<file path="src/vna_pkg.sv">
package vna_pkg;

   localparam int VERTEX_COUNT_DEF = 4096;
   localparam int VID_W = 12;
   localparam int FACE_W = 16;
   localparam int SUM_W = 24;
   localparam int UNIT_W = 16;
   localparam int ENTRY_W = 3 * SUM_W;

   // action codes carried in req_tuser
   localparam logic [1:0] ACT_ACCUM = 2'd0;
   localparam logic [1:0] ACT_READ = 2'd1;
   localparam logic [1:0] ACT_CLEAR = 2'd2;

   typedef logic signed [SUM_W-1:0] sum_type;
   typedef logic signed [UNIT_W-1:0] unit_type;

   // normalizer result group
   typedef struct packed {
      logic done;
      logic zero;
      unit_type ux;
      unit_type uy;
      unit_type uz;
   } norm_out_type;

endpackage

</file>
<file path="src/vna_norm.sv">
module vna_norm (
   input  logic clock,
   input  logic reset,
   input  logic start,
   input  vna_pkg::sum_type in_x,
   input  vna_pkg::sum_type in_y,
   input  vna_pkg::sum_type in_z,
   output vna_pkg::norm_out_type result
);
   import vna_pkg::*;

   typedef enum logic [2:0] {
      N_IDLE, N_SQ, N_ZC, N_SQRT, N_DSET, N_DIV, N_DSTORE
   } nstate_type;

   nstate_type st_ff;
   logic [4:0] cnt_ff;
   logic [1:0] k_ff;
   sum_type comp_ff [3];
   unit_type u_ff [3];
   logic [46:0] prod_ff;
   logic [47:0] sum_ff;
   logic [61:0] v_ff;
   logic [32:0] rem_ff;
   logic [30:0] root_ff;
   logic [15:0] nlo_ff;
   logic [15:0] q_ff;
   logic done_ff;
   logic zero_ff;

   logic [33:0] op_a;
   logic [33:0] op_b;
   logic [34:0] diff;
   logic ge;
   sum_type cur;
   logic [23:0] mag;
   logic [45:0] num;

   // shared subtract and compare unit
   always_comb begin
      op_a = '0;
      op_b = '0;
      case (st_ff)
         N_SQRT: begin
            op_a = {rem_ff[31:0], v_ff[61:60]};
            op_b = {1'b0, root_ff, 2'b01};
         end
         N_DIV: begin
            op_a = {1'b0, rem_ff[31:0], nlo_ff[15]};
            op_b = {2'b00, root_ff, 1'b0};
         end
         default: begin
            op_a = '0;
            op_b = '0;
         end
      endcase
      diff = {1'b0, op_a} - {1'b0, op_b};
      ge = !diff[34];
   end

   // magnitude and dividend for the component in work
   always_comb begin
      cur = comp_ff[k_ff];
      mag = cur[SUM_W-1] ? 24'(-cur) : 24'(cur);
      num = {mag, 22'b0} + {15'b0, root_ff};
   end

   // sequencer: squares, zero check, square root, three divisions
   always_ff @(posedge clock) begin
      if (reset) begin
         st_ff <= N_IDLE;
         done_ff <= 1'b0;
      end else begin
         done_ff <= 1'b0;
         case (st_ff)
            N_IDLE: begin
               if (start) begin
                  comp_ff[0] <= in_x;
                  comp_ff[1] <= in_y;
                  comp_ff[2] <= in_z;
                  cnt_ff <= '0;
                  sum_ff <= '0;
                  st_ff <= N_SQ;
               end
            end
            N_SQ: begin
               if (cnt_ff < 5'd3) begin
                  prod_ff <= 47'(comp_ff[cnt_ff[1:0]] * comp_ff[cnt_ff[1:0]]);
               end
               if (cnt_ff != 5'd0) begin
                  sum_ff <= sum_ff + {1'b0, prod_ff};
               end
               cnt_ff <= cnt_ff + 5'd1;
               if (cnt_ff == 5'd3) begin
                  st_ff <= N_ZC;
               end
            end
            N_ZC: begin
               if (sum_ff == '0) begin
                  zero_ff <= 1'b1;
                  u_ff[0] <= '0;
                  u_ff[1] <= '0;
                  u_ff[2] <= '0;
                  done_ff <= 1'b1;
                  st_ff <= N_IDLE;
               end else begin
                  v_ff <= {sum_ff, 14'b0};
                  rem_ff <= '0;
                  root_ff <= '0;
                  cnt_ff <= '0;
                  st_ff <= N_SQRT;
               end
            end
            N_SQRT: begin
               if (ge) begin
                  rem_ff <= diff[32:0];
                  root_ff <= {root_ff[29:0], 1'b1};
               end else begin
                  rem_ff <= op_a[32:0];
                  root_ff <= {root_ff[29:0], 1'b0};
               end
               v_ff <= {v_ff[59:0], 2'b00};
               cnt_ff <= cnt_ff + 5'd1;
               if (cnt_ff == 5'd30) begin
                  k_ff <= 2'd0;
                  st_ff <= N_DSET;
               end
            end
            N_DSET: begin
               rem_ff <= {3'b000, num[45:16]};
               nlo_ff <= num[15:0];
               q_ff <= '0;
               cnt_ff <= '0;
               st_ff <= N_DIV;
            end
            N_DIV: begin
               if (ge) begin
                  rem_ff <= diff[32:0];
                  q_ff <= {q_ff[14:0], 1'b1};
               end else begin
                  rem_ff <= op_a[32:0];
                  q_ff <= {q_ff[14:0], 1'b0};
               end
               nlo_ff <= {nlo_ff[14:0], 1'b0};
               cnt_ff <= cnt_ff + 5'd1;
               if (cnt_ff == 5'd15) begin
                  st_ff <= N_DSTORE;
               end
            end
            N_DSTORE: begin
               u_ff[k_ff] <= cur[SUM_W-1] ? unit_type'(-q_ff) : unit_type'(q_ff);
               if (k_ff == 2'd2) begin
                  zero_ff <= 1'b0;
                  done_ff <= 1'b1;
                  st_ff <= N_IDLE;
               end else begin
                  k_ff <= k_ff + 2'd1;
                  st_ff <= N_DSET;
               end
            end
            default: begin
               st_ff <= N_IDLE;
            end
         endcase
      end
   end

   assign result.done = done_ff;
   assign result.zero = zero_ff;
   assign result.ux = u_ff[0];
   assign result.uy = u_ff[1];
   assign result.uz = u_ff[2];

endmodule
</file>
<file path="config.mk">
export PLATFORM = sky130hd
export DESIGN_NAME = vna_norm
export DESIGN_NICKNAME = d
export VERILOG_FILES = /design/src/vna_pkg.sv /design/src/vna_norm.sv
export SDC_FILE = /design/constraint.sdc
export NUM_CORES = 2
export LEC_CHECK = 0
export ABC_AREA = 1
export BUFFER_PORTS_ARGS = -buffer_cell sky130_fd_sc_hd__buf_2
export CORE_UTILIZATION = 55
export CTS_CLUSTER_SIZE = 40
export DETAILED_ROUTE_END_ITERATION = 12
export GPL_TIMING_DRIVEN = 1
export HOLD_SLACK_MARGIN = 0.05
export PLACE_DENSITY_LB_ADDON = 0.25
export SYNTH_ARGS = -nofsm -noshare
export SYNTH_HDL_FRONTEND = slang
export SYNTH_SLANG_ARGS = --single-unit
</file>
<file path="constraint.sdc">
create_clock -name clock -period 18.6 [get_ports clock]
set_clock_uncertainty 0.05 [all_clocks]
set_input_delay 3.72 -clock clock [delete_from_list [all_inputs] [get_ports clock]]
set_output_delay 3.72 -clock clock [all_outputs]
set_load 0.05 [all_outputs]
</file>
==> results.md <==
* Status: completed
* DRT iter0 DRCs at 2582
* Required time of the critical path at around 19 ns
* DRC errors left at 0
* Final instance area at 0.0434 mm2
* Max Slew Vio Count at 0
* First drt pass iteration count at 6
* Post-DP HPWL at about 84 mm
* TritonCTS clock tree: done
* Latest clock arrival within the worst-skew pair at between 0.5 and 0.6 ns
* Grt ovf at 0
* CTS clk-pin slew, worst paths at roughly 0.06 ns
* FILL cells at 6239
* Number of enable flip-flop cells after synthesis at roughly 370
* Layout cells sized above 1 at 0.0640
* Root Buffer Master: clkbuf_16
* Slew @ Worst Pin at about 0.95 ns
* Maximum buffer depth of the clock tree at 3
* Worst slew margin at 0.365
* Synth async-reset ratio at 0
* GRT Overall Usage at 0.290
* Starting density of the core at 0.560
* H-tree depth at 2
* Core area at between 0.07 and 0.08 mm2
* Total CTS buffers at 42
* Unrepaired setup endpoints after global routing: no
* CTS resizes at 0
* Post-Synthesis Cells at 4595
* Hold Buf Count CTS at 0
* Finish-stage setup viols at 0
* Critical path's largest stage delay at about 0.90 ns
* Final setup TNS at 0 ns
* Placed Area at 0.0420 mm2
* Critical path type: register to register
* Most used DFF post-synth: edfxtp_1
* P&R area growth vs syn at 7.64%
* Worst Path Arrival at approximately 9.6 ns
* Syn_nets at ~5500
* Chip width at 273 um
* Max Cap Violations at 0
* Vias per std cell at roughly 5.5
* CP Capture Type: register
* Crit path max-delay cell type: clkinv_1
* GP Congestion at slightly below 1
* Row count at 98
* Die Height at roughly 270 um
* Post-CTS Setup Bufs at 0
* Synthesized cell area at 0.0403 mm2
* # IOs at about 130
* First-pass GRT wire length at roughly 170 mm
* Vias in the first global route at roughly 31000
* Hold Violations, Final at 0
* Routed len/inst at roughly 19 um
* WHS at about 0.45 ns
* #FFs+latches synth at about 370
* Syn avg cell area at roughly 9 um2
* Period minus WS final at approximately 9.4 ns
* Vias at between 30000 and 40000
* Sequential share of the synthesized area at 0.276
* Period utilisation layout at 0.504
* Largest net degree at the start of global routing at between 70 and 80
* Nets at approximately 5500
* Initial antenna violation count at 1
* Final Core Density at 0.603
* HP Class: register to register
* Total length of routed wires at roughly 110 mm
* Distinct cell type count after synthesis at 52
* ANT nets after route at 0
* Die area at 0.0743 mm2
* Yosys warnings at 0
* I/O Buffers at approximately 120
* Clk sinks at 373
* Fmax at approximately 110 MHz
* CP Max Fanout at 25
* CP startpoint kind: register
-- path summary, 6_finish.rpt --
| path | start | to | slack, ns | cells after the start |
|---|---|---|---|---|
| setup / recovery | register | prod_ff[46] | 9.23 | 30 |
| hold / removal | v_ff[55] | v_ff[57] | 0.45 | 2 |
| setup reg to reg | register | prod_ff[46] | 9.23 | 30 |
| hold reg to reg | v_ff[55] | v_ff[57] | 0.45 | 2 |
-- cells in the final DEF, fill, tap and decap left out, drive strengths merged, types with 48 or more instances in the layout --
| cell type | n |
|---|---|
| nor2 | 531 |
| nand3 | 106 |
| edfxtp | 365 |
| xnor2 | 48 |
| a21oi | 229 |
| inv | 1059 |
| nand2 | 713 |
| o22ai | 66 |
| clkbuf | 51 |
| fa | 551 |
| ha | 233 |
| xor2 | 60 |
| o21ai | 260 |
| buf | 165 |
-- logic make-up after synthesis --
group,Yosys count,share of synthesized area
compound gates,692,0.0960
xor+xnor,108,0.0235
fa+ha+maj,784,0.346
buf+inv,1182,0.111
flops,373,0.276
simple gates,1456,0.147
-- critical path, delay by kind of cell (launching register included) --
| kind | cells | cell delay (ns) |
|---|---|---|
| adders and majority gates | 8 | 3.78 |
| buffers and inverters | 9 | 2.03 |
| AOI/OAI and AO/OA | 8 | 1.86 |
| and+or+nand+nor | 4 | 0.87 |
| DFF | 1 | 0.29 |
| xor gates and xnor gates | 1 | 0.14 |
-- final cells by class --
type	instances	area [um2]	area share
multi-input combinational	3040	24700	0.570
clock inverter	26	302	0.00695
clock buffer	51	1090	0.0252
timing repair buffer	165	928	0.0214
tap	950	1190	0.0274
antenna	1	2.50	0.0000577
sequential	373	11100	0.256
inverter	1065	4000	0.0923
-- flip-flops by register name, summed over array words and instances (netlist names), 16 cells and up, named ones only --
| name | count |
|---|---|
| v_ff | 48 |
| sum_ff | 48 |
| q_ff | 16 |
| root_ff | 31 |
| rem_ff | 32 |
| u_ff | 48 |
| prod_ff | 46 |
| nlo_ff | 16 |
| comp_ff | 72 |
-- Yosys cell counts (48+ instances only) --
master       n  area [um2]
a21oi_1    229        1150
fa_1       551       11000
nor2_1     519        1950
xnor2_1     48         420
o22ai_1     66         413
edfxtp_1   365       11000
xor2_1      60         526
o21ai_0    245        1230
nand2_1    700        2630
ha_1       233        2920
nand3_1    104         521
clkbuf_1    89         334
inv_1     1045        3920
-- layer usage --
layer | global-route usage | up-vias | share of wire
met5 | 0 | - | 0.00012
met4 | 0.0841 | 2 | 0.030
met3 | 0.0484 | 199 | 0.077
met2 | 0.469 | 1135 | 0.47
met1 | 0.404 | 15200 | 0.43
li1 | - | 14600 | -
-- through the flow --
stage                     cells  worst slack [ns]
after detailed placement   5593              9.41
after CTS                  5670              9.37
after global routing       5670              8.80
final                      5671              9.23
after global placement     5593              9.70
after floorplan            4595              9.50
Power is not shown: default switching activity piles up to over one toggle a cycle in this logic, so the estimate is an artifact.
